==> src/rtl/core/jss_pkg.sv <==
// jss_pkg: shared widths, constants and types of the jensen-shannon similarity core
package jss_pkg;

	// payload widths
	localparam int unsigned VALUE_W = 21;
	localparam int unsigned SIM_W   = 17;

	// fixed-point formats
	localparam int unsigned TABLE_BITS      = 16;
	localparam int unsigned INPUT_FRAC_BITS = 20;
	localparam int unsigned FRAC_BITS       = 16;
	localparam int unsigned IDX_W           = TABLE_BITS + 1;
	localparam int unsigned IDX_SHIFT       = INPUT_FRAC_BITS - TABLE_BITS;
	localparam int unsigned K_W             = $clog2(TABLE_BITS + 1);
	localparam int unsigned MANT_W          = 31;
	localparam int unsigned SQ_W            = MANT_W + 1;
	localparam int unsigned MAG_W           = $clog2((TABLE_BITS << FRAC_BITS) + 1);
	localparam int unsigned STEP_W          = $clog2(FRAC_BITS);

	// term products and accumulators
	localparam int unsigned MIX_W    = VALUE_W + 1;
	localparam int unsigned PROD_W   = MIX_W + MAG_W;
	localparam int unsigned PQ_SHIFT = INPUT_FRAC_BITS + FRAC_BITS - 32;
	localparam int unsigned M_SHIFT  = PQ_SHIFT + 1;
	localparam int unsigned TERM_W   = PROD_W - PQ_SHIFT;
	localparam int unsigned ACC_W    = 48;

	// square root
	localparam int unsigned SQRT_STEPS = ACC_W / 2;
	localparam int unsigned SQRT_CNT_W = $clog2(SQRT_STEPS);

	localparam logic [VALUE_W-1:0] ONE_VALUE = VALUE_W'(1 << INPUT_FRAC_BITS);
	localparam logic [SIM_W-1:0]   ONE_SIM   = SIM_W'(1 << 16);
	localparam logic [MAG_W-1:0]   MAG_TOP   = MAG_W'(TABLE_BITS << FRAC_BITS);

	// accumulator memory entries
	localparam logic ACC_ENT = 1'b0;
	localparam logic ACC_MIX = 1'b1;

	typedef enum logic [3:0] {
		S_IDLE,
		S_LOAD,
		S_SQUARE,
		S_MAG,
		S_MUL,
		S_ACC,
		S_FIN0,
		S_FIN1,
		S_FIN2,
		S_SQRT,
		S_DONE
	} jss_state_t;

	typedef enum logic [1:0] {
		TERM_P,
		TERM_Q,
		TERM_M
	} jss_term_t;

endpackage

==> src/rtl/core/jss_ifs.sv <==
// jss_ifs: item and result channel interfaces of the jensen-shannon similarity core

interface jss_item_if import jss_pkg::*; ();
	logic               valid;
	logic               ready;
	logic [VALUE_W-1:0] p_value;
	logic [VALUE_W-1:0] q_value;
	logic               last_element;

	modport source (output valid, output p_value, output q_value, output last_element,
		input ready);
	modport sink (input valid, input p_value, input q_value, input last_element,
		output ready);
endinterface

interface jss_result_if import jss_pkg::*; ();
	logic             valid;
	logic             ready;
	logic [SIM_W-1:0] similarity;

	modport source (output valid, output similarity, input ready);
	modport sink (input valid, input similarity, output ready);
endinterface

==> src/rtl/core/jensen_shannon_similarity_core.sv <==
// jensen_shannon_similarity_core: streamed (p, q) pairs in, 1 - sqrt(js divergence) out
//
//  channel     dir   payload                            handshake
//  item_in     in    p_value, q_value, last_element     valid / ready
//  result_out  out   similarity                         valid / ready
//
// each pair runs three log2 evaluations, paced by the shared 31x31 squaring
// multiplier (16 squarings per log) and the one-port accumulator memory; a pair
// marked last adds two reads and 24 root steps
// reset clears the control state and the accumulator valid bits; no clearing pass
// the result sits in an output register, so a stalled result_out holds only the
// final step of the next vector, not its pairs

module jensen_shannon_similarity_core import jss_pkg::*; (
	input logic          clk,
	input logic          arst_n,
	jss_item_if.sink     item_in,
	jss_result_if.source result_out
);

	jss_state_t state_q, state_d;
	jss_term_t  term_q;

	logic [VALUE_W-1:0] p_q, q_q;
	logic               last_q;
	logic               idx_zero_q;
	logic [K_W-1:0]     k_q;
	logic [MANT_W-1:0]  x_q;
	logic [FRAC_BITS-1:0] frac_q;
	logic [STEP_W-1:0]  step_q;
	logic [MAG_W-1:0]   mag_q;
	logic [PROD_W-1:0]  prod_s1;

	logic [ACC_W-1:0] acc_mem [0:1];
	logic [ACC_W-1:0] rd_data_q;
	logic [1:0]       acc_vld_q;
	logic [ACC_W-1:0] ent_q;
	logic [ACC_W-1:0] rem_q, root_q, bit_q;
	logic [SQRT_CNT_W-1:0] sqrt_cnt_q;

	logic             out_vld_q;
	logic [SIM_W-1:0] out_sim_q;

	logic accept;
	logic rd_en, wr_en, load_out;
	logic rd_addr, term_addr;

	logic [VALUE_W-1:0] p_sat, q_sat;
	logic [MIX_W-1:0]   mix_val, cur_val;
	logic [IDX_W-1:0]   cur_idx;
	logic [K_W-1:0]     k_d;
	logic [MANT_W-1:0]  x_init, x_next;
	logic [2*MANT_W-1:0] sq_full;
	logic [SQ_W-1:0]    sq;
	logic               sq_top;
	logic [MAG_W-1:0]   mag_d;
	logic [PROD_W-1:0]  prod_d;
	logic [TERM_W-1:0]  term_val;
	logic [ACC_W-1:0]   acc_old, acc_new, mix_sum, half_e, js_d;
	logic [ACC_W:0]     acc_sum;
	logic [ACC_W-1:0]   trial;
	logic [SIM_W-1:0]   sim_d;

	assign accept = item_in.valid && item_in.ready;
	assign item_in.ready = (state_q == S_IDLE);
	assign result_out.valid = out_vld_q;
	assign result_out.similarity = out_sim_q;

	// inputs above one saturate to one
	assign p_sat = (item_in.p_value > ONE_VALUE) ? ONE_VALUE : item_in.p_value;
	assign q_sat = (item_in.q_value > ONE_VALUE) ? ONE_VALUE : item_in.q_value;

	// midpoint held as p + q with one more fraction bit
	assign mix_val = {1'b0, p_q} + {1'b0, q_q};

	// operand and table index of the current term
	always_comb begin
		unique case (term_q)
			TERM_P: begin
				cur_val   = {1'b0, p_q};
				cur_idx   = IDX_W'(p_q >> IDX_SHIFT);
				term_addr = ACC_ENT;
			end
			TERM_Q: begin
				cur_val   = {1'b0, q_q};
				cur_idx   = IDX_W'(q_q >> IDX_SHIFT);
				term_addr = ACC_ENT;
			end
			TERM_M: begin
				cur_val   = mix_val;
				cur_idx   = IDX_W'(mix_val >> (IDX_SHIFT + 1));
				term_addr = ACC_MIX;
			end
			default: begin
				cur_val   = '0;
				cur_idx   = '0;
				term_addr = ACC_ENT;
			end
		endcase
	end

	// integer part of the log: position of the top set bit
	always_comb begin
		k_d = '0;
		for (int i = 0; i < IDX_W; i++) begin
			if (cur_idx[i]) begin
				k_d = K_W'(i);
			end
		end
	end

	// mantissa normalized to q1.30
	assign x_init = MANT_W'(cur_idx) << (K_W'(MANT_W - 1) - k_d);

	// one squaring step of the fraction
	assign sq_full = {{MANT_W{1'b0}}, x_q} * {{MANT_W{1'b0}}, x_q};
	assign sq      = sq_full[MANT_W-1 +: SQ_W];
	assign sq_top  = sq[SQ_W-1];
	assign x_next  = sq_top ? sq[SQ_W-1:1] : sq[MANT_W-1:0];

	// log magnitude and term product
	assign mag_d  = idx_zero_q ? '0 : (MAG_TOP - {k_q, frac_q});
	assign prod_d = PROD_W'(cur_val) * PROD_W'(mag_q);
	assign term_val = (term_q == TERM_M) ? TERM_W'(prod_s1 >> M_SHIFT)
		: TERM_W'(prod_s1 >> PQ_SHIFT);

	// saturating accumulate of the read-back sum
	assign acc_old = acc_vld_q[term_addr] ? rd_data_q : '0;
	assign acc_sum = {1'b0, acc_old} + (ACC_W + 1)'(term_val);
	assign acc_new = acc_sum[ACC_W] ? '1 : acc_sum[ACC_W-1:0];

	// divergence floored at zero
	assign mix_sum = acc_vld_q[ACC_MIX] ? rd_data_q : '0;
	assign half_e  = ent_q >> 1;
	assign js_d    = (mix_sum > half_e) ? (mix_sum - half_e) : '0;

	// root step and final similarity
	assign trial = root_q + bit_q;
	assign sim_d = (|root_q[ACC_W-1:SIM_W-1]) ? '0 : (ONE_SIM - root_q[SIM_W-1:0]);

	// next state and memory strobes
	always_comb begin
		state_d  = state_q;
		rd_en    = 1'b0;
		rd_addr  = ACC_ENT;
		wr_en    = 1'b0;
		load_out = 1'b0;
		unique case (state_q)
			S_IDLE: begin
				if (item_in.valid) begin
					state_d = S_LOAD;
				end
			end
			S_LOAD: state_d = S_SQUARE;
			S_SQUARE: begin
				if (step_q == '0) begin
					state_d = S_MAG;
				end
			end
			S_MAG: state_d = S_MUL;
			S_MUL: begin
				rd_en   = 1'b1;
				rd_addr = term_addr;
				state_d = S_ACC;
			end
			S_ACC: begin
				wr_en = 1'b1;
				if (term_q != TERM_M) begin
					state_d = S_LOAD;
				end else if (last_q) begin
					state_d = S_FIN0;
				end else begin
					state_d = S_IDLE;
				end
			end
			S_FIN0: begin
				rd_en   = 1'b1;
				rd_addr = ACC_ENT;
				state_d = S_FIN1;
			end
			S_FIN1: begin
				rd_en   = 1'b1;
				rd_addr = ACC_MIX;
				state_d = S_FIN2;
			end
			S_FIN2: state_d = S_SQRT;
			S_SQRT: begin
				if (sqrt_cnt_q == '0) begin
					state_d = S_DONE;
				end
			end
			S_DONE: begin
				if (!out_vld_q || result_out.ready) begin
					load_out = 1'b1;
					state_d  = S_IDLE;
				end
			end
			default: state_d = S_IDLE;
		endcase
	end

	// state register
	always_ff @(posedge clk or negedge arst_n) begin
		if (!arst_n) begin
			state_q <= S_IDLE;
		end else begin
			state_q <= state_d;
		end
	end

	// control counters, term select and valid bits
	always_ff @(posedge clk or negedge arst_n) begin
		if (!arst_n) begin
			term_q     <= TERM_P;
			step_q     <= '0;
			sqrt_cnt_q <= '0;
			acc_vld_q  <= '0;
			out_vld_q  <= 1'b0;
		end else begin
			if (accept) begin
				term_q <= TERM_P;
			end else if (state_q == S_ACC && term_q != TERM_M) begin
				term_q <= (term_q == TERM_P) ? TERM_Q : TERM_M;
			end
			if (state_q == S_LOAD) begin
				step_q <= STEP_W'(FRAC_BITS - 1);
			end else if (state_q == S_SQUARE) begin
				step_q <= step_q - 1'b1;
			end
			if (state_q == S_FIN2) begin
				sqrt_cnt_q <= SQRT_CNT_W'(SQRT_STEPS - 1);
			end else if (state_q == S_SQRT) begin
				sqrt_cnt_q <= sqrt_cnt_q - 1'b1;
			end
			if (state_q == S_FIN2) begin
				acc_vld_q <= '0;
			end else if (wr_en) begin
				acc_vld_q[term_addr] <= 1'b1;
			end
			if (load_out) begin
				out_vld_q <= 1'b1;
			end else if (result_out.ready) begin
				out_vld_q <= 1'b0;
			end
		end
	end

	// accumulator memory, registered read
	always_ff @(posedge clk) begin
		if (wr_en) begin
			acc_mem[term_addr] <= acc_new;
		end
		if (rd_en) begin
			rd_data_q <= acc_mem[rd_addr];
		end
	end

	// datapath registers
	always_ff @(posedge clk) begin
		if (accept) begin
			p_q    <= p_sat;
			q_q    <= q_sat;
			last_q <= item_in.last_element;
		end
		if (state_q == S_LOAD) begin
			x_q        <= x_init;
			k_q        <= k_d;
			idx_zero_q <= (cur_idx == '0);
			frac_q     <= '0;
		end else if (state_q == S_SQUARE) begin
			x_q            <= x_next;
			frac_q[step_q] <= sq_top;
		end
		if (state_q == S_MAG) begin
			mag_q <= mag_d;
		end
		if (state_q == S_MUL) begin
			prod_s1 <= prod_d;
		end
		if (state_q == S_FIN1) begin
			ent_q <= acc_vld_q[ACC_ENT] ? rd_data_q : '0;
		end
		if (state_q == S_FIN2) begin
			rem_q  <= js_d;
			root_q <= '0;
			bit_q  <= ACC_W'(1) << (ACC_W - 2);
		end else if (state_q == S_SQRT) begin
			if (rem_q >= trial) begin
				rem_q  <= rem_q - trial;
				root_q <= (root_q >> 1) + bit_q;
			end else begin
				root_q <= root_q >> 1;
			end
			bit_q <= bit_q >> 2;
		end
		if (load_out) begin
			out_sim_q <= sim_d;
		end
	end

	// mantissa stays in [1,2) through the squaring steps
	a_mant_norm: assert property (@(posedge clk) disable iff (!arst_n)
		(state_q == S_SQUARE && !idx_zero_q) |-> x_q[MANT_W-1])
		else $error("log mantissa lost normalization");

	// a shown result never exceeds one
	a_sim_range: assert property (@(posedge clk) disable iff (!arst_n)
		result_out.valid |-> (result_out.similarity <= ONE_SIM))
		else $error("similarity above one");

	// both sums read as zero once a vector is finished
	a_acc_clear: assert property (@(posedge clk) disable iff (!arst_n)
		(state_q == S_FIN2) |=> (acc_vld_q == 2'b00))
		else $error("accumulators not cleared after last item");

	// an accepted item starts with the p term
	a_start: assert property (@(posedge clk) disable iff (!arst_n)
		(item_in.valid && item_in.ready) |=> (state_q == S_LOAD && term_q == TERM_P))
		else $error("item accepted without starting the p term");

endmodule
==> src/flat_wrapper.sv <==
// flat-port wrapper written by rule: the top's interface ports become plain ports
module jensen_shannon_similarity_core_flat import jss_pkg::*;
  (clk, arst_n, item_in_valid, item_in_p_value, item_in_q_value, item_in_last_element, item_in_ready, result_out_valid, result_out_similarity, result_out_ready);
  jss_item_if item_in_i ();
  jss_result_if result_out_i ();
  input logic clk;
  input logic arst_n;
  input wire logic [$bits(item_in_i.valid)-1:0] item_in_valid;
  input wire logic [$bits(item_in_i.p_value)-1:0] item_in_p_value;
  input wire logic [$bits(item_in_i.q_value)-1:0] item_in_q_value;
  input wire logic [$bits(item_in_i.last_element)-1:0] item_in_last_element;
  output wire logic [$bits(item_in_i.ready)-1:0] item_in_ready;
  output wire logic [$bits(result_out_i.valid)-1:0] result_out_valid;
  output wire logic [$bits(result_out_i.similarity)-1:0] result_out_similarity;
  input wire logic [$bits(result_out_i.ready)-1:0] result_out_ready;
  assign item_in_i.valid = item_in_valid;
  assign item_in_i.p_value = item_in_p_value;
  assign item_in_i.q_value = item_in_q_value;
  assign item_in_i.last_element = item_in_last_element;
  assign item_in_ready = item_in_i.ready;
  assign result_out_valid = result_out_i.valid;
  assign result_out_similarity = result_out_i.similarity;
  assign result_out_i.ready = result_out_ready;
  jensen_shannon_similarity_core u_core (.clk(clk), .arst_n(arst_n), .item_in(item_in_i), .result_out(result_out_i));
endmodule
==> config.mk <==
export PLATFORM = sky130hd
export DESIGN_NAME = jensen_shannon_similarity_core_flat
export DESIGN_NICKNAME = d
export VERILOG_FILES = /design/src/rtl/core/jss_pkg.sv /design/src/rtl/core/jss_ifs.sv /design/src/rtl/core/jensen_shannon_similarity_core.sv /design/src/flat_wrapper.sv
export SDC_FILE = /design/constraint.sdc
export NUM_CORES = 2
export LEC_CHECK = 0
export BUFFER_PORTS_ARGS = -buffer_cell sky130_fd_sc_hd__clkbuf_2
export CAP_MARGIN = 30
export CORE_UTILIZATION = 50
export DETAILED_ROUTE_END_ITERATION = 12
export PLACE_DENSITY = 0.68
export SETUP_SLACK_MARGIN = 0.05
export SLEW_MARGIN = 0
export SYNTH_ARGS = -nofsm -noshare
export SYNTH_HDL_FRONTEND = slang
export SYNTH_SLANG_ARGS = --single-unit
==> constraint.sdc <==
create_clock -name clk -period 13.8 [get_ports clk]
set_clock_uncertainty 0.2 [all_clocks]
set_input_delay 1.38 -clock clk [delete_from_list [all_inputs] [get_ports clk]]
set_output_delay 1.38 -clock clk [all_outputs]
set_load 0.1 [all_outputs]
==> qor.yml <==
ctsResizeCount: 0
first_iter_violations: 3852
critical_path_class: "reg2reg"
core-area_sq_um: 148000
nNetsFinal: 9656
clockBufferDepth: 3
fin_setup_tns_ps: 0
die_height_microns: 388
ys_ff_latch: 502
postSynthAreaPerCell_sq_um: 9.36
slew_violations: 0
syn_inst: 7963
cpMostUsedCell: "fa_1"
hold_path.class: "reg2reg"
globalRoute.totalOverflow: 0
final_area_sq_um: 79000
rows: 141
postCtsSetupBuffers: 0
synthMuxAreaShare_pct: 1.76
hpwl_mm: 149
portBuffers: 65
synth_simple_gate_area_share_pct: 15.0
fill_cells: 13200
gp_congestion: 0.927
grt_max_degree: 77
synth_cell_type_count: 107
io_pins: 66
synth_enable_flop_cells: 396
antenna_found_initial: 13
cp.arrival_ps: 10930
synth-xor-area-share_pct: 3.82
clock_latency_ps: 690
max-slew-margin-rel_pct: 26.5
numCtsBuffers: 57
min_period_over_period_pct: 76.8
worstMarginPinSlew_ps: 1100
synth_top_family_by_area: "adder cells"
synth_top_cell_area_share_pct: 30.4
htree_num_levels: 2
cp_slowest_cell: "o31ai_1"
syn_nets: 9769
layout-drive-gt1-share_pct: 5.24
fmax_mhz: 94.4
path_clk_slew_ps: 70
maxCapViolations: 0
vias: 55200
status: "complete, no violations"
path_max_fanout: 46
dpl_cell_area_sq_um: 76800
initial_core_util_pct: 50.4
syn_area_sq_um: 74500
grt_pass1_wl_mm: 308
clock_sinks: 502
hold_viol: 0
track_usage_pct: 25.7
wirelength_mm: 191
critPathLaunchType: "register"
ant_nets: 0
area_growth_pct: 5.96
grt_pass1_vias: 57300
synthFlopType: "edfxtp_1"
ys_top_cells_by_area: "fa_1 30%, edfxtp_1 16%, ha_1 11%"
yosysWarnings: 0
period_needed_ps: 10600
cts_hold_buf: 0
required_ps: 14140
setup_viol: 0
synth_async_sr_flop_share_pct: 3.59
synth.most_common_cell: "inv_1"
synth_largest_area_cell: "fa_1"
fp.dieW_microns: 388
synth-adder-area-share_pct: 40.9
cts_root_buf: "clkbuf_16"
synth_commonest_cells: "1480 x inv_1, 1130 x fa_1, 801 x nand2_1"
wire_per_inst_microns: 19.4
cts_tree: "built"
seq_area_frac_synth_pct: 18.9
rsz0062_at_grt: "false"
die-area_sq_um: 151000
first_pass_iters: 6
critical_path.max_stage_delay_ps: 740
drc: 0
cp-end-kind: "register"
synth_compound_area_share_pct: 10.3
avgViaCountPerCell: 5.61
[per-layer routing]
layer | vias up | track usage, % | routed length, microns
li1 | 25400 | - | -
met1 | 27700 | 35.0 | 81300
met2 | 1767 | 42.7 | 90700
met3 | 350 | 3.66 | 13500
met4 | 6 | 7.16 | 5540
met5 | - | 0 | 41
[worst max-delay path: cells and delay by family, from the launching register on]
family                     cells  cell delay (ps)
and+or+nand+nor                3              980
AOI/OAI and AO/OA             11             2730
adders and majority gates      9             4410
DFF                            1              330
buffers and inverters          7             1610
xor gates and xnor gates       1              170
[sequential cells by signal, indices dropped and copies added (netlist names), 2 cells and up]
| name | count |
|---|---|
| u_core.result_out.similarity | 17 |
| u_core.bit_q | 24 |
| u_core.rem_q | 48 |
| u_core.root_q | 48 |
| u_core.mag_q | 21 |
| u_core.state_q | 4 |
| u_core.acc_mem | 96 |
| u_core.prod_s1 | 39 |
| u_core.frac_q | 16 |
| u_core.x_q | 31 |
| u_core.k_q | 5 |
| u_core.step_q | 4 |
| u_core.rd_data_q | 48 |
| u_core.term_q | 2 |
| u_core.acc_vld_q | 2 |
| u_core.ent_q | 47 |
| u_core.p_q | 21 |
| u_core.sqrt_cnt_q | 5 |
| u_core.q_q | 21 |
[kinds of logic (layout without fill, tap and decap cells)]
| family | count (synthesis) | count (layout) |
|---|---|---|
| XOR/XNOR | 323 | 323 |
| flip-flops | 502 | 502 |
| other | 0 | 6 |
| AO/OA/AOI/OAI | 1167 | 1167 |
| AND/OR/NAND/NOR | 2269 | 2269 |
| buffers and inverters | 1821 | 1757 |
| adder cells (fa/ha/maj) | 1759 | 1759 |
| multiplexers | 122 | 122 |
[metrics by stage]
step / hold WS (ps) / cells / util [%] / setup WS, ps
CTS: 274 / 9827 / 53.4 / 3370
finish: 283 / 9835 / 53.4 / 3200
global route: 275 / 9829 / 53.4 / 2770
global placement: 278 / 9713 / 51.9 / 3510
floorplan: 255 / 7963 / - / 699
detailed placement: 288 / 9719 / 52.0 / 3390
[placed cells by master, fill, tap and decap left out, types with 60 or more instances in the layout]
master,netlist,layout
xor2_1,138,137
a21oi_1,278,277
mux2i_1,65,64
clkbuf_2,0,65
nor3_1,83,81
nor2b_1,109,107
nand3_1,60,60
ha_1,629,629
dfxtp_1,88,88
nand2_1,801,800
inv_1,1480,1479
and2_1,557,556
a21o_1,140,139
xnor2_1,183,182
buf_4,4,84
fa_1,1130,1130
nor2_1,370,365
edfxtp_1,396,396
o21ai_0,237,233
[worst paths after layout]
| kind | from | end | slack [ps] | depth (start not counted) |
|---|---|---|---|---|
| setup / recovery | u_core.x_q[22] | u_core.x_q[13] | 3200 | 31 |
| hold / removal | u_core.acc_mem[1][17] | u_core.rd_data_q[17] | 280 | 1 |
| setup reg to reg | u_core.x_q[22] | u_core.x_q[13] | 3200 | 31 |
| hold reg to reg | u_core.acc_mem[1][17] | u_core.rd_data_q[17] | 280 | 1 |
| max in group asynchronous | arst_n | u_core.step_q[0] | 12510 | 1 |
| min in group asynchronous | arst_n | u_core.term_q[1] | 500 | 1 |
[cell type report]
| type | instances | area, sq um | area share, % |
|---|---|---|---|
| Tap cell | 1930 | 2410 | 3.06 |
| Sequential cell | 502 | 14100 | 17.9 |
| Inverter | 1492 | 5600 | 7.09 |
| Timing Repair Buffer | 157 | 1130 | 1.43 |
| Multi-Input combinational cell | 5640 | 53600 | 67.9 |
| Antenna cell | 6 | 15.0 | 0.0190 |
| Clock buffer | 62 | 1450 | 1.83 |
| Clock inverter | 46 | 611 | 0.773 |
Power is left out: the tool's default activity adds up to more than one toggle a clock period on the data nets, which glitch-free logic cannot reach.
